$ cat src/rtl/swdb_pkg.sv
// Shared types and constants for the switch debouncer with edge verification.
// Used by swdb_regs, swdb_core and the top level; depends on nothing.
`default_nettype none

package swdb_pkg;

  localparam int unsigned DEBOUNCE_W     = 16;
  localparam int unsigned TIME_W         = 32;
  localparam int unsigned IN_TDATA_W     = 40;
  localparam int unsigned OUT_TDATA_W    = 8;
  localparam int unsigned PADDR_W        = 3;

  localparam logic [DEBOUNCE_W-1:0] DEBOUNCE_RESET = 16'd50;

  // Register index, taken from paddr[2].
  localparam logic REG_DEBOUNCE = 1'b0;

  typedef struct packed {
    logic              consume_rejected;
    logic              consume_released;
    logic              consume_pressed;
    logic              edge_notify;
    logic [TIME_W-1:0] now_ms;
    logic              raw_level;
  } item_t;

  typedef struct packed {
    logic verify_pending;
    logic rejected_event;
    logic released_event;
    logic pressed_event;
    logic stable_pressed;
  } result_t;

endpackage

`default_nettype wire

$ cat src/rtl/switch_debouncer_with_edge_verify.sv
// Top level of the switch debouncer with edge verification: stream ports,
// input and result registers. Depends on swdb_pkg, swdb_regs and swdb_core.
//
// Usage: each transfer on the s_axis side is one update of the switch: the
// raw level, the millisecond timestamp, a latched rising-edge notification
// and three consume requests for the sticky event flags. Each update gives
// exactly one result transfer on the m_axis side with the debounced level,
// the pressed, released and rejected flags (as they stood before consume)
// and whether an edge is under verification.
// The update passes through the input register, where the update is computed
// and the state written, then the result register, from which it transfers.
// Throughput is one item per cycle while the receiver keeps taking results,
// since the state is updated from the input register.
// The debounce time is written through the APB-style port at address 0
// and should only change while no update is in flight.
// Reset clears the debounce state, empties both registers and sets the
// debounce time to 50 ms. When the receiver holds m_tready low, the result
// waits in its register; one more item is still taken into the input
// register, and s_tready then drops until the result is taken.
`default_nettype none

module switch_debouncer_with_edge_verify (
  input  wire logic                                 clk,
  input  wire logic                                 rst,
  input  wire logic                                 s_tvalid,
  output logic                                      s_tready,
  // raw_level[0], now_ms[32:1], edge_notify[33], consume_pressed[34],
  // consume_released[35], consume_rejected[36], zero[39:37]
  input  wire logic [swdb_pkg::IN_TDATA_W-1:0]      s_tdata,
  output logic                                      m_tvalid,
  input  wire logic                                 m_tready,
  // stable_pressed[0], pressed_event[1], released_event[2],
  // rejected_event[3], verify_pending[4], zero[7:5]
  output logic      [swdb_pkg::OUT_TDATA_W-1:0]     m_tdata,
  input  wire logic                                 psel,
  input  wire logic                                 penable,
  input  wire logic                                 pwrite,
  input  wire logic [swdb_pkg::PADDR_W-1:0]         paddr,
  input  wire logic [31:0]                          pwdata,
  output logic      [31:0]                          prdata,
  output logic                                      pready
);

  localparam int unsigned ITEM_W   = $bits(swdb_pkg::item_t);
  localparam int unsigned RESULT_W = $bits(swdb_pkg::result_t);

  logic                                 in_valid;
  swdb_pkg::item_t                      in_item;
  logic                                 step;
  logic [swdb_pkg::DEBOUNCE_W-1:0]      debounce_ms;
  swdb_pkg::result_t                    result;
  swdb_pkg::result_t                    out_result;

  assign step     = in_valid && (!m_tvalid || m_tready);
  assign s_tready = !in_valid || step;
  assign m_tdata  = {{(swdb_pkg::OUT_TDATA_W - RESULT_W){1'b0}}, out_result};

  swdb_regs u_regs (
    .clk         (clk),
    .rst         (rst),
    .psel        (psel),
    .penable     (penable),
    .pwrite      (pwrite),
    .paddr       (paddr),
    .pwdata      (pwdata),
    .prdata      (prdata),
    .pready      (pready),
    .debounce_ms (debounce_ms)
  );

  swdb_core u_core (
    .clk         (clk),
    .rst         (rst),
    .step        (step),
    .item        (in_item),
    .debounce_ms (debounce_ms),
    .result      (result)
  );

  always_ff @(posedge clk) begin
    if (rst) begin
      in_valid <= 1'b0;
      m_tvalid <= 1'b0;
    end else begin
      if (s_tvalid && s_tready) begin
        in_valid <= 1'b1;
      end else if (step) begin
        in_valid <= 1'b0;
      end
      if (step) begin
        m_tvalid <= 1'b1;
      end else if (m_tready) begin
        m_tvalid <= 1'b0;
      end
    end
  end

  always_ff @(posedge clk) begin
    if (s_tvalid && s_tready) begin
      in_item <= swdb_pkg::item_t'(s_tdata[ITEM_W-1:0]);
    end
    if (step) begin
      out_result <= result;
    end
  end

endmodule

`default_nettype wire

$ cat src/rtl/swdb_regs.sv
// APB-style configuration register holding the debounce time.
// Depends on swdb_pkg for widths, the register index and the reset value.
`default_nettype none

module swdb_regs (
  input  wire logic                                  clk,
  input  wire logic                                  rst,
  input  wire logic                                  psel,
  input  wire logic                                  penable,
  input  wire logic                                  pwrite,
  input  wire logic [swdb_pkg::PADDR_W-1:0]          paddr,
  input  wire logic [31:0]                           pwdata,
  output logic      [31:0]                           prdata,
  output logic                                       pready,
  output logic      [swdb_pkg::DEBOUNCE_W-1:0]       debounce_ms
);

  logic reg_sel;

  assign pready  = 1'b1;
  assign reg_sel = (paddr[2] == swdb_pkg::REG_DEBOUNCE);

  always_ff @(posedge clk) begin
    if (rst) begin
      debounce_ms <= swdb_pkg::DEBOUNCE_RESET;
    end else if (psel && penable && pwrite && pready && reg_sel) begin
      debounce_ms <= pwdata[swdb_pkg::DEBOUNCE_W-1:0];
    end
  end

  always_comb begin
    prdata = '0;
    if (reg_sel) begin
      prdata = {{(32 - swdb_pkg::DEBOUNCE_W){1'b0}}, debounce_ms};
    end
  end

endmodule

`default_nettype wire

$ cat src/rtl/swdb_core.sv
// Debounce state and the single-pass update for one sample.
// Depends on swdb_pkg for the item and result structs.
`default_nettype none

module swdb_core (
  input  wire logic                             clk,
  input  wire logic                             rst,
  input  wire logic                             step,
  input  wire swdb_pkg::item_t                  item,
  input  wire logic [swdb_pkg::DEBOUNCE_W-1:0]  debounce_ms,
  output swdb_pkg::result_t                     result
);

  logic                        stable_level;
  logic                        previous_raw;
  logic [swdb_pkg::TIME_W-1:0] window_start_ms;
  logic                        verifying;
  logic                        press_flag;
  logic                        release_flag;
  logic                        reject_flag;

  logic [swdb_pkg::TIME_W-1:0] start_v;
  logic [swdb_pkg::TIME_W-1:0] start_next;
  logic [swdb_pkg::TIME_W-1:0] elapsed;
  logic                        verify_v;
  logic                        window_done;
  logic                        window_close;
  logic                        accept_press;
  logic                        stable_v;
  logic                        press_v;
  logic                        reject_v;
  logic                        prev_v;
  logic                        raw_changed;
  logic                        poll_done;
  logic                        poll_update;
  logic                        stable_next;
  logic                        press_next;
  logic                        release_next;
  logic                        verifying_next;

  // A notified edge never stays pending past the update that sees it, so
  // it opens the window directly.
  always_comb begin
    start_v      = item.edge_notify ? item.now_ms : window_start_ms;
    verify_v     = verifying | item.edge_notify;
    elapsed      = item.now_ms - start_v;
    window_done  = (elapsed >= {{(swdb_pkg::TIME_W - swdb_pkg::DEBOUNCE_W){1'b0}}, debounce_ms});
    window_close = verify_v && window_done;

    accept_press = window_close && item.raw_level && !stable_level;
    stable_v     = stable_level | accept_press;
    press_v      = press_flag | accept_press;
    reject_v     = reject_flag | (window_close && !item.raw_level);
    prev_v       = previous_raw | accept_press;

    // A level change restarts the shared timer, so the window only counts
    // as done at once when the debounce time is zero.
    raw_changed  = (item.raw_level != prev_v);
    start_next   = raw_changed ? item.now_ms : start_v;
    poll_done    = raw_changed ? (debounce_ms == '0) : window_done;
    poll_update  = poll_done && (item.raw_level != stable_v);

    stable_next    = poll_update ? item.raw_level : stable_v;
    press_next     = press_v | (poll_update && item.raw_level);
    release_next   = release_flag | (poll_update && !item.raw_level);
    verifying_next = verify_v && !window_close;

    result.stable_pressed = stable_next;
    result.pressed_event  = press_next;
    result.released_event = release_next;
    result.rejected_event = reject_v;
    result.verify_pending = verifying_next;
  end

  always_ff @(posedge clk) begin
    if (rst) begin
      stable_level    <= 1'b0;
      previous_raw    <= 1'b0;
      window_start_ms <= '0;
      verifying       <= 1'b0;
      press_flag      <= 1'b0;
      release_flag    <= 1'b0;
      reject_flag     <= 1'b0;
    end else if (step) begin
      stable_level    <= stable_next;
      previous_raw    <= item.raw_level;
      window_start_ms <= start_next;
      verifying       <= verifying_next;
      press_flag      <= press_next && !item.consume_pressed;
      release_flag    <= release_next && !item.consume_released;
      reject_flag     <= reject_v && !item.consume_rejected;
    end
  end

endmodule

`default_nettype wire

$ cat config.mk
export PLATFORM = sky130hd
export DESIGN_NAME = switch_debouncer_with_edge_verify
export DESIGN_NICKNAME = d
export VERILOG_FILES = /design/src/rtl/swdb_pkg.sv /design/src/rtl/switch_debouncer_with_edge_verify.sv /design/src/rtl/swdb_regs.sv /design/src/rtl/swdb_core.sv
export SDC_FILE = /design/constraint.sdc
export NUM_CORES = 1
export LEC_CHECK = 0
export ABC_AREA = 1
export BUFFER_PORTS_ARGS = -buffer_cell sky130_fd_sc_hd__clkbuf_2
export CAP_MARGIN = 20
export CORE_UTILIZATION = 58
export DETAILED_ROUTE_END_ITERATION = 8
export GPL_TIMING_DRIVEN = 0
export PLACE_DENSITY = 0.82
export SLEW_MARGIN = 20
export SYNTH_ARGS = -nofsm -noshare
export SYNTH_HDL_FRONTEND = slang
export SYNTH_SLANG_ARGS = --single-unit
$ cat constraint.sdc
create_clock -name clk -period 4.8 [get_ports clk]
set_clock_uncertainty 0.2 [all_clocks]
set_input_delay 0.48 -clock clk [delete_from_list [all_inputs] [get_ports clk]]
set_output_delay 0.48 -clock clk [all_outputs]
set_load 0.01 [all_outputs]
## Yosys cells after proc, flatten, opt, wreduce, memory -nomap -nowiden

Index checks and enable logic that the tools add are counted.

- Add/subtract/negate cells: 1
- Magnitude comparators: 1
- Equality and inequality tests: 2
- Mux-type cells: 9
- Bitwise gates (word level): 8
- Reduce and logical (&&, ||, !) cells: 29

Operators with widths:

| kind | count |
|---|---|
| $mux 32 | 2 |
| $ge 32x16->1 | 1 |
| $sub 32x32->32 | 1 |
| $logic_and 1x1->1 | 16 |
| $logic_not 16->1 | 1 |
| $mux 16 | 1 |
| $logic_not 1->1 | 8 |
| $or 1x1->1 | 7 |
| $mux 1 | 6 |
| $reduce_bool 2->1 | 2 |
| $logic_or 1x1->1 | 2 |
| $ne 1x1->1 | 2 |
| $not 1->1 | 1 |

- Bits in registers: 98
- Bits of input ports: 82
- Output and inout bits: 43
- Word-level logic and storage cells: 71

## Depth between registers and ports, before layout

Gate-level depths: netlist of the first run.

- Depth in word-level cells: 13
- Depth in mapped cells: 35
- Mapped depth without buffers: 33

## Hierarchy

Synthesis of the first run repeated with hierarchy kept, for this count alone.

- Cell total of the unflattened synthesis: 1187
- Area total of the unflattened synthesis: 8022.7 um^2

By module, submodules not included:

| module | times used | cells an instance | area an instance (um^2) | sequential area each (um^2) |
|---|---|---|---|---|
| swdb_core | 1 | 973 | 5620.4 | 760.7 |
| switch_debouncer_with_edge_verify | 1 | 58 | 1378.8 | 1301.2 |
| swdb_regs | 1 | 156 | 1023.5 | 320.3 |

## Worst setup path after synthesis of the first run

No wires, ideal clock.

- Kind: flip-flop to flip-flop
- From: register in_item[33] (netlist name)
- To: register out_result, in the netlist m_tdata[2], data pin
- Setup time: 0.256 ns
- Data arrival time: 3.809 ns
- Required time: 4.344 ns
- Setup slack: 0.536 ns
- Cell stages (with the launch flop): 28
- Path buffers: 3
- Clock period less this slack: 4.264 ns
- Cells stage by stage: edfxtp_1 clkbuf_1 buf_1 mux2i_1 ha_1 nand2_1 inv_1 nand2_1 nand3_1 nand2_1 nand2_1 xor2_1 ha_1 a21oi_1 nor2_1 a211oi_1 nand3_1 nor2_1 nand3_1 nor2_1 nand2_2 nand4_2 nand2_2 nand2_2 buf_6 nand2_1 nand4_1 nand2_1

- Longest elaborated chain between the ends: 12
- Elaborated cells between the ends (all ways): 15
- Those cells by class: add/sub: 1; order compare: 1; eq/ne: 2; mux: 2; bitwise: 4; reduce/logical: 5

RTL lines:

| item | RTL line | source |
|---|---|---|
| start: declaration | switch_debouncer_with_edge_verify.sv:48 | `swdb_pkg::item_t in_item;` |
| start signal: assignment | switch_debouncer_with_edge_verify.sv:100 | `in_item <= swdb_pkg::item_t'(s_tdata[ITEM_W-1:0]);` |
| $mux 32 | swdb_core.sv:44 | `start_v = item.edge_notify ? item.now_ms : window_start_ms;` |
| $sub 32x32->32 | swdb_core.sv:46 | `elapsed = item.now_ms - start_v;` |
| $ge 32x16->1 | swdb_core.sv:47 | `window_done = (elapsed >= {{(swdb_pkg::TIME_W - swdb_pkg::DEBOUNCE_W){1'b0}}, debounce_ms});` |
| $logic_and 1x1->1 | swdb_core.sv:48 | `window_close = verify_v && window_done;` |
| $logic_and 1x1->1 (2 in a row) | swdb_core.sv:50 | `accept_press = window_close && item.raw_level && !stable_level;` |
| $or 1x1->1 | swdb_core.sv:54 | `prev_v = previous_raw \| accept_press;` |
| $ne 1x1->1 | swdb_core.sv:58 | `raw_changed = (item.raw_level != prev_v);` |
| $mux 1 | swdb_core.sv:60 | `poll_done = raw_changed ? (debounce_ms == '0) : window_done;` |
| $logic_and 1x1->1 (*) | swdb_core.sv:61 | `poll_update = poll_done && (item.raw_level != stable_v);` |
| $logic_and 1x1->1 (*) | swdb_core.sv:65 | `release_next = release_flag \| (poll_update && !item.raw_level);` |
| $or 1x1->1 (*) | swdb_core.sv:65 |  |
| net u_core.release_next | swdb_core.sv:38 | `logic release_next;` |
| end signal: assignment | switch_debouncer_with_edge_verify.sv:103 | `out_result <= result;` |
| end: declaration | switch_debouncer_with_edge_verify.sv:52 | `swdb_pkg::result_t out_result;` |

Mark *: on every way through the listed nets, which the timed path passes. The rest lies on a longest branch.
A chain may end at the register's enable or synchronous reset.

## Worst setup path after layout of the first run

- From: register in_item[33] (netlist name)
- To: register u_core.window_start_ms[21] (netlist name)

- Longest elaborated chain between the ends: 9
- Elaborated cells between the ends (all ways): 10
- Those cells by class: add/sub: 1; order compare: 1; eq/ne: 1; mux: 2; bitwise: 2; reduce/logical: 3

RTL lines:

| item | RTL line | source |
|---|---|---|
| $mux 32 | swdb_core.sv:44 |  |
| $sub 32x32->32 | swdb_core.sv:46 |  |
| $ge 32x16->1 | swdb_core.sv:47 |  |
| $logic_and 1x1->1 | swdb_core.sv:48 |  |
| $logic_and 1x1->1 (2 in a row) | swdb_core.sv:50 |  |
| $or 1x1->1 | swdb_core.sv:54 |  |
| $ne 1x1->1 | swdb_core.sv:58 |  |
| $mux 32 (*) | swdb_core.sv:59 | `start_next = raw_changed ? item.now_ms : start_v;` |
| end signal: assignment | swdb_core.sv:87 | `window_start_ms <= start_next;` |
| end: declaration | swdb_core.sv:16 | `logic [swdb_pkg::TIME_W-1:0] window_start_ms;` |

Mark *: on every way between the ends. The rest lies on a longest branch, timed or not.

==> impl_metrics.csv, run 1 <==
group,metric,value,unit
critical_path,worstSetupEndpointType,"flip-flop",
placed_design,gp_congestion,0.992,
pwr,combPwrFrac,33.2,%
logic_synthesis,synthesis.area,7320,um2
finish,nNetsFinal,1357,
detailed_routing,via_per_inst,5.19,
detailed_routing,first_pass_iters,5,
run,maxCapViolations,0,
pwr,p_int,1650,uW
finish,seq_area,2380,um2
critical_path,cp_slowest_stage_delay,380,ps
timing,relSlewSlack,50.7,%
pwr,p_per_area,289,nW/um2
critical_path,crit_fanout,10,
die,initial_core_util,60.2,%
global_routing,antenna_found_initial,0,
pwr,p_total,2520,uW
cts,cts_max_path_buffers,2,
timing,finalCriticalPeriod,4550,ps
finish,antennaDiodeCount,0,
cts,clock-sinks,98,
finish,drive_above_1_share,15.9,%
die,coreArea,12200,um2
finish,final_cells,1398,
logic_synthesis,synth.avg_cell_area,6.65,um2
pwr,irDropWorstVdd,0.316,mV
placed_design,placed_area,8010,um2
critical_path,worstPathRequired,4880,ps
finish,fin_area,8700,um2
timing,fmax,220,MHz
die,num_rows,40,
detailed_routing,vias,7254,
finish,multiInputGateArea,4280,um2
cts,numCtsBuffers,9,
logic_synthesis,yosysSeqAreaShare,32.5,%
worst_hold_path,hold_class,"primary input to flip-flop",
logic_synthesis,ys_types,36,
detailed_routing,drt-initial-drc-count,543,
timing,report.final.slew_viol_count,0,
critical_path,crit_arrival,4630,ps
die,num_io_pins,125,
critical_path,start_kind,"flip-flop",
critical_path,cp_common_cell,"nand2_1",
finish,area_growth,18.9,%
global_routing,grt_pass1_wl,29500,um
placed_design,dpl.hpwl,14200,um
global_routing,grt-ovfl-total,0,
cts,clkTransAtPathRegs,80,ps
placed_design,dp_slack,-492,ps
die,die-area,13100,um2
critical_path,cpMaxStageDelayCell,"edfxtp_1",
timing,setup_violations,0,
critical_path,criticalPathCategory,"flip-flop to flip-flop",
timing,setup_slack,247,ps
cts,cts_tree,"yes",
detailed_routing,drc,0,
finish,nFillCells,1033,
placed_design,io_buffers,82,
logic_synthesis,syn_inst,1101,
die,die_w,114,um
pwr,clkPwrFrac,29.2,%
detailed_routing,final_antenna_net_count,0,
pwr,leakage,0.00444,uW
global_routing,grt_usage,29.0,%
detailed_routing,wire_per_inst,13.4,um
placed_design,dpl.cell_count,1369,
logic_synthesis,ys_ff_latch,98,
logic_synthesis,yosysWarnings,0,
pwr,seqPwrFrac,37.6,%
run_status,status,"completed",
cts,clockRootBuffer,"clkbuf_16",
cts,worstSkewPairLatency,360,ps
pwr,switching_share,34.7,%
timing,hold_viol,0,
timing,final.period_utilization,94.9,%
timing,tightestPinTransition,739,ps
cts,cts.htree.levels,3,
global_routing,grt_pass1_vias,6480,
pwr,p_switching,873,uW
detailed_routing,finalWirelength,18800,um
global_routing,grt_max_degree,38,
die,die_h,114,um
cell usage in the layout, fill, tap and decap left out, drive strengths merged, types with 4 or more instances in the layout:
cell    instances
a21oi          77
buf            45
clkbuf        108
conb           20
dfxtp          56
edfxtp         42
ha             49
inv           184
mux2i          29
nand2         386
nand3          38
nand4          12
nor2           83
nor3            8
nor4            4
o211ai          4
o21ai          51
xor2           14
cells in the mapped netlist (all sizes together):
library cell | number | area share, %
dfxtp | 56 | 15
nand2 | 386 | 20
fa | 1 | 0.27
o21ai | 51 | 3.5
nand3b | 3 | 0.31
or2 | 1 | 0.086
a211oi | 1 | 0.10
ha | 49 | 8.4
o21bai | 1 | 0.10
and2 | 3 | 0.26
nor2 | 83 | 4.4
o211ai | 4 | 0.41
nand3 | 38 | 2.6
nor4 | 4 | 0.34
edfxtp | 42 | 17
conb | 2 | 0.10
a21oi | 77 | 5.3
xnor2 | 2 | 0.24
inv | 182 | 9.3
o31ai | 1 | 0.10
and3 | 1 | 0.086
o31a | 1 | 0.12
buf | 32 | 3.2
o2111a | 1 | 0.15
nor3 | 8 | 0.55
xor2 | 14 | 1.7
mux2i | 29 | 4.0
nand4 | 12 | 1.1
clkbuf | 16 | 0.82
cells by family after synthesis:
| kind of cell | count (synthesis) | share of synthesized area (%) |
|---|---|---|
| compound gates | 137 | 9.74 |
| xor+xnor | 16 | 1.91 |
| fa+ha+maj | 50 | 8.65 |
| buf+inv | 230 | 13.4 |
| flops | 98 | 32.5 |
| mux | 29 | 3.97 |
| other cells | 2 | 0.103 |
| simple gates | 539 | 29.7 |
worst max-delay path, delay by kind of cell (launching register included):
family / cells / cell delay (ps)
AO/OA/AOI/OAI: 3 / 400
buffers and inverters: 6 / 890
adder cells (fa/ha/maj): 2 / 640
XOR/XNOR: 1 / 160
AND/OR/NAND/NOR: 17 / 1630
flip-flops: 1 / 380
multiplexers: 1 / 160
power groups by stage:
stage	registers (uW)	clock network (uW)	logic [uW]
floorplan	953	0	568
global placement	958	0	732
detailed placement	959	0	749
CTS	942	744	754
global route	951	775	941
finish	947	736	836
final cells by class:
class                           count  area share (%)
Buffer                             47            3.68
Clock buffer                       10            2.63
Clock inverter                      6           0.733
Inverter                          182            7.85
Multi-Input combinational cell    791            49.2
Sequential cell                    98            27.4
Tap cell                          168            2.42
Timing Repair Buffer               96            6.12
what timing repair did:
action                     in CTS  in global routing
gates resized for setup         7                 53
hold buffers                    0                  0
setup buffers                   0                 13
pin swaps                       0                 12
cloned                          0                  1
setup endpoints to repair      39                 38
through the flow:
stage	utilization, %	hold slack (ps)	setup TNS, ps
final	71.6	87.2	0
after floorplan	-	242	0
after CTS	68.3	84.5	0
after global routing	71.6	82.9	-1410
after detailed placement	65.8	255	-15270
after global placement	65.8	250	-12830
layer usage:
metal	share of wire [%]	global-route usage [%]
met5	0	0
met4	2.0	9.52
met3	8.2	6.25
met2	47	47.8
met1	43	37.8
flip-flops by register name, summed over array words and instances (netlist names):
signal	flops
m_tdata	5
in_valid	1
u_core.verifying	1
u_core.press_flag	1
m_tvalid	1
u_core.release_flag	1
u_core.reject_flag	1
u_core.stable_level	1
in_item	37
u_regs.debounce_ms	16
u_core.previous_raw	1
u_core.window_start_ms	32
path summary, 6_finish.rpt:
check	startpoint	end	slack, ps	cells after the start
max	in_item[33]	u_core.window_start_ms[21]	250	30
min	s_tdata[2]	in_item[2]	90	1
max reg2reg	in_item[33]	u_core.window_start_ms[21]	250	30
min reg2reg	u_core.window_start_ms[24]	u_core.window_start_ms[24]	270	2
Power figures use the tool's default switching activity.
==> inputs of run 2 (changes only) <==
--- a/config.mk
+++ b/config.mk
@@ -8,10 +8,9 @@
 export ABC_AREA = 1
 export BUFFER_PORTS_ARGS = -buffer_cell sky130_fd_sc_hd__clkbuf_2
 export CAP_MARGIN = 20
-export CORE_UTILIZATION = 58
+export CORE_UTILIZATION = 30
 export DETAILED_ROUTE_END_ITERATION = 8
 export GPL_TIMING_DRIVEN = 0
-export PLACE_DENSITY = 0.82
 export SLEW_MARGIN = 20
 export SYNTH_ARGS = -nofsm -noshare
 export SYNTH_HDL_FRONTEND = slang
==> run 2 against run 1 <==
  * Final cell count increased by 10%
  * Core utilization is 34 points lower
  * Register-to-register slack gained 70 ps
  * Design area up 2.6%
  * Combinational power about the same
  * Via count fell by 3.6%
  * Wire length up 7.7%
  * Clock power is 0.8% lower
  * Global-route usage decreased by 12 points
  * Critical path type unchanged
  * Largest cell class unchanged
==> impl_metrics.csv, run 2 (same netlist as run 1, synthesis figures left out) <==
group,metric,value,unit
timing,setup_violations,0,
pwr,p_per_area,282,nW/um2
finish,final_cells,1541,
cts,clock-sinks,98,
timing,finalCriticalPeriod,4480,ps
cts,cts.htree.levels,3,
critical_path,r2r-start,"in_item[33]",
cts,numCtsBuffers,9,
timing,tightestPinTransition,764,ps
detailed_routing,via_per_inst,4.54,
placed_design,io_buffers,82,
finish,drive_above_1_share,15.6,%
placed_design,gp_congestion,0.893,
die,initial_core_util,30.9,%
timing,final.period_utilization,93.4,%
cts,clockRootBuffer,"clkbuf_16",
global_routing,grt-ovfl-total,0,
critical_path,worstSetupEndpointType,"flip-flop",
placed_design,dpl.hpwl,16000,um
run,maxCapViolations,0,
timing,report.final.slew_viol_count,0,
critical_path,worstPathRequired,4720,ps
detailed_routing,first_pass_iters,5,
pwr,irDropWorstVdd,0.154,mV
detailed_routing,wire_per_inst,13.1,um
pwr,leakage,0.00442,uW
detailed_routing,vias,6991,
critical_path,r2r-end,"m_tdata[2]",
worst_hold_path,hold_class,"primary input to flip-flop",
finish,reg.largest.list,"in_item: 37 flops, u_core.window_start_ms: 32 flops, u_regs.debounce_ms: 16 flops",
cts,cts_max_path_buffers,2,
critical_path,rr_worst_depth,26,
detailed_routing,drt-initial-drc-count,450,
finish,area_growth,22.0,%
finish,final_common_cell,"nand2_1",
cts,clkTransAtPathRegs,80,ps
die,coreArea,23700,um2
critical_path,r2r_slack,320,ps
critical_path,start_kind,"flip-flop",
global_routing,grt_pass1_vias,6305,
critical_path,cp_common_cell,"nand2_1",
critical_path,crit_arrival,4400,ps
finish,fin_area,8930,um2
timing,hold_viol,0,
cts,worstSkewPairLatency,370,ps
finish,top_register,"in_item",
run_status,status,"completed",
global_routing,grt_usage,16.5,%
die,die-area,25000,um2
finish,final_cell_mix,"nand2_1, inv_1, clkbuf_2, a21oi_1, nor2_1",
cts,cts_tree,"yes",
die,num_io_pins,125,
global_routing,antenna_found_initial,0,
critical_path,startpoint,"in_item[33]",
finish,largest_reg_flops,37,
critical_path,crit_fanout,6,
detailed_routing,final_antenna_net_count,0,
global_routing,grt_pass1_wl,31600,um
die,die_h,158,um
critical_path,criticalPathCategory,"flip-flop to flip-flop",
placed_design,dpl.cell_count,1521,
die,die_w,158,um
timing,relSlewSlack,49.1,%
die,num_rows,56,
placed_design,placed_area,8220,um2
finish,nNetsFinal,1349,
timing,fmax,223,MHz
detailed_routing,drc,0,
finish,antennaDiodeCount,0,
critical_path,cp_slowest_stage_delay,400,ps
detailed_routing,finalWirelength,20200,um
critical_path,endpoint,"m_tdata[2]",
global_routing,grt_max_degree,22,
critical_path,cpMaxStageDelayCell,"edfxtp_1",
cts,ctsHoldBuffers,0,
run 2: report_power, final:
part           total [uW]  switching [uW]  internal [uW]
Sequential            947            32.9            914
Combinational         838             513            325
Clock                 730             364            366
Total                2520             910           1610
run 2: worst max-delay path, delay by kind of cell, from the launching register on:
family / cells / cell delay [ps]
adder cells (fa/ha/maj): 2 / 620
XOR/XNOR: 1 / 180
multiplexers: 1 / 200
buffers and inverters: 3 / 390
AND/OR/NAND/NOR: 17 / 1920
AO/OA/AOI/OAI: 2 / 320
flip-flops: 1 / 400
run 2: final cells by class:
class,count,area [um2]
Sequential cell,98,2380
Inverter,182,683
Buffer,47,333
Fill cell,2559,14800
Clock inverter,7,66.3
Multi-Input combinational cell,791,4350
Clock buffer,9,225
Timing Repair Buffer,88,497
Tap cell,319,399
run 2: worst min-delay path by stage:
stage	start	end	slack, ps	cells past startpoint
6_report	s_tdata[35]	in_item[35]	90	1
5_1_grt	s_tdata[8]	in_item[8]	70	1
2_1_floorplan	u_core.window_start_ms[1]	u_core.window_start_ms[1]	240	2
4_1_cts	s_tdata[36]	in_item[36]	80	1
3_3_place_gp	u_core.window_start_ms[1]	u_core.window_start_ms[1]	250	2
3_5_place_dp	u_core.window_start_ms[1]	u_core.window_start_ms[1]	250	2
run 2: through the flow:
step           TNS [ps]  total power, uW  utilization [%]  hold slack, ps  setup slack [ps]
6_report              0             2520             37.7            87.2               318
5_1_grt            -237             2690             37.7            72.9             -54.2
2_1_floorplan         0             1520                -             242               536
3_3_place_gp     -19620             1720             34.6             250              -615
3_5_place_dp     -20370             1730             34.7             254              -621
4_1_cts               0             2470             36.0            75.9              19.2
run 2: what timing repair did:
item | 4_1_cts | 5_1_grt
setup endpoints to repair | 41 | 38
buffers inserted | 1 | 3
gates cloned | 0 | 1
gates resized for setup | 11 | 66
pin swaps | 0 | 3
run 2: layer usage:
metal / global-route usage (%) / vias to the layer above / routed length [um]
met5: 0 / - / 0
met4: 4.72 / 0 / 358
met3: 2.55 / 25 / 971
met2: 25.4 / 172 / 8810
met1: 23.6 / 3125 / 10100
li1: - / 3669 / -
==> inputs of run 3 (changes only) <==
--- a/config.mk
+++ b/config.mk
@@ -9,8 +9,10 @@
 export BUFFER_PORTS_ARGS = -buffer_cell sky130_fd_sc_hd__clkbuf_2
 export CAP_MARGIN = 20
 export CORE_UTILIZATION = 30
+export CTS_CLUSTER_SIZE = 24
 export DETAILED_ROUTE_END_ITERATION = 8
 export GPL_TIMING_DRIVEN = 0
+export RECOVER_POWER = 100
 export SLEW_MARGIN = 20
 export SYNTH_ARGS = -nofsm -noshare
 export SYNTH_HDL_FRONTEND = slang
==> run 3 against run 2 <==
  * Register-to-register slack is essentially flat
  * Critical path depth up 5
  * Non-clock buffer count unchanged
  * Combinational power fell by 0.7%
  * Via count down 0.79%
  * Die area did not move
  * Core utilization is 0.25 points lower
  * Sequential cell count stayed put
  * Clock power about the same
  * Total power decreased by 0.25%
  * Wire length about the same
  * Critical path type unchanged
  * Final cell count did not move
==> impl_metrics.csv, run 3 (same netlist as run 1, synthesis figures left out) <==
group,metric,value,unit
run_status,status,"completed",
critical_path,r2r-start,"in_item[33]",
pwr,switching_share,36.2,%
critical_path,rr_worst_depth,31,
finish,reg.largest.list,"in_item: 37 flops, u_core.window_start_ms: 32 flops, u_regs.debounce_ms: 16 flops",
cts,clock-sinks,98,
placed_design,dp_slack,-621,ps
detailed_routing,wire_per_inst,13.1,um
pwr,p_int,1600,uW
global_routing,grt_usage,16.5,%
die,die_h,158,um
global_routing,grt_pass1_wl,31600,um
cts,cts_tree,"yes",
pwr,p_per_area,283,nW/um2
critical_path,worstPathRequired,4890,ps
placed_design,gp_congestion,0.893,
critical_path,criticalPathCategory,"flip-flop to flip-flop",
finish,antennaDiodeCount,0,
timing,relSlewSlack,20.6,%
global_routing,grt_max_degree,22,
detailed_routing,first_pass_iters,5,
timing,setup_violations,0,
die,num_rows,56,
cts,numCtsBuffers,9,
critical_path,cp_slowest_stage_delay,400,ps
timing,setup_slack,319,ps
timing,final.period_utilization,93.4,%
critical_path,cp_top_family,"simple AND/OR/NAND/NOR gates",
critical_path,start_kind,"flip-flop",
cts,worstSkewPairLatency,370,ps
cts,cts.htree.levels,3,
timing,fmax,223,MHz
pwr,irDropWorstVdd,0.153,mV
pwr,seqPwrFrac,37.8,%
die,die_w,158,um
die,num_io_pins,125,
finish,nFillCells,2582,
cts,clockRootBuffer,"clkbuf_16",
die,initial_core_util,30.9,%
critical_path,crit_fanout,10,
critical_path,cp_common_cell,"nand2_1",
timing,tightestPinTransition,1190,ps
global_routing,antenna_found_initial,0,
pwr,clkPwrFrac,29.1,%
critical_path,endpoint,"u_core.window_start_ms[26]",
detailed_routing,vias,6936,
critical_path,r2r-end,"u_core.window_start_ms[26]",
detailed_routing,via_per_inst,4.50,
placed_design,dpl.cell_count,1521,
cts,clkTransAtPathRegs,80,ps
critical_path,r2r_slack,320,ps
critical_path,startpoint,"in_item[33]",
pwr,combPwrFrac,33.2,%
finish,nNetsFinal,1349,
detailed_routing,finalWirelength,20200,um
timing,finalCriticalPeriod,4480,ps
detailed_routing,drc,0,
cts,cts_max_path_buffers,2,
finish,drive_above_1_share,13.2,%
timing,report.final.slew_viol_count,0,
run,maxCapViolations,0,
timing,hold_viol,0,
global_routing,grt_pass1_vias,6305,
critical_path,cpMaxStageDelayCell,"edfxtp_1",
finish,final_common_cell,"nand2_1",
finish,top_register,"in_item",
finish,multiInputGateArea,4340,um2
pwr,leakage,0.00433,uW
finish,final_cells,1541,
finish,area_growth,21.2,%
global_routing,grt-ovfl-total,0,
critical_path,worstSetupEndpointType,"flip-flop",
finish,largest_reg_flops,37,
pwr,p_switching,908,uW
die,die-area,25000,um2
timing,tns,0,ps
finish,final_cell_mix,"nand2_1, inv_1, a21oi_1, nor2_1, clkbuf_2",
finish,seq_area,2380,um2
detailed_routing,final_antenna_net_count,0,
critical_path,critPathBufInv,5,
placed_design,io_buffers,82,
placed_design,dpl.hpwl,16000,um
die,coreArea,23700,um2
critical_path,crit_arrival,4570,ps
detailed_routing,drt-initial-drc-count,431,
worst_hold_path,hold_class,"primary input to flip-flop",
critical_path,critical_path_depth,31,
run 3: cell types whose count changed in the layout (fill, tap and decap cells not counted), sizes merged:
cell	previous run	this run
buf	37	35
clkbuf	107	109
run 3: layout make-up:
type / count / share of cell area (%)
buffer: 47 / 3.75
clock buffer: 9 / 2.54
clock inverter: 7 / 0.747
inverter: 182 / 7.70
multi-input combinational: 791 / 48.9
sequential: 98 / 26.9
tap: 319 / 4.50
timing repair buffer: 88 / 4.96
run 3: layer usage:
| layer | vias to the layer above | GRT usage [%] | wire length [um] |
|---|---|---|---|
| met5 | - | 0 | 0 |
| met2 | 165 | 25.4 | 8790 |
| li1 | 3668 | - | - |
| met4 | 0 | 4.72 | 342 |
| met3 | 25 | 2.55 | 995 |
| met1 | 3078 | 23.6 | 10100 |
run 3: what timing repair did:
action,in CTS,in global routing
pin swaps,0,3
cloned,0,1
gates resized for setup,11,66
setup buffers,1,3
hold buffers,0,0
endpoints found under the setup margin,41,38
run 3: worst min path at each step:
| stage | startpoint | to | slack (ps) | cells after the start |
|---|---|---|---|---|
| finish | s_tdata[35] | in_item[35] | 90 | 1 |
| global route | s_tdata[8] | in_item[8] | 70 | 1 |
| CTS | s_tdata[36] | in_item[36] | 80 | 1 |
| detailed placement | u_core.window_start_ms[1] | u_core.window_start_ms[1] | 250 | 2 |
| global placement | u_core.window_start_ms[1] | u_core.window_start_ms[1] | 250 | 2 |
| floorplan | u_core.window_start_ms[1] | u_core.window_start_ms[1] | 240 | 2 |
run 3: power by group through the flow:
stage,Clock (uW),Combinational [uW],Sequential [uW]
final,729,832,948
after global routing,789,947,953
after CTS,752,777,941
after detailed placement,0,773,959
after global placement,0,759,959
after floorplan,0,568,953
run 3: through the flow:
| step | power, uW | util [%] | hold slack, ps | area (um2) |
|---|---|---|---|---|
| CTS | 2470 | 36.0 | 75.9 | 8540 |
| finish | 2510 | 37.5 | 86.7 | 8870 |
| detailed placement | 1730 | 34.7 | 254 | 8220 |
| global placement | 1720 | 34.6 | 250 | 8200 |
| floorplan | 1520 | - | 242 | 7390 |
| global route | 2690 | 37.5 | 72.9 | 8870 |
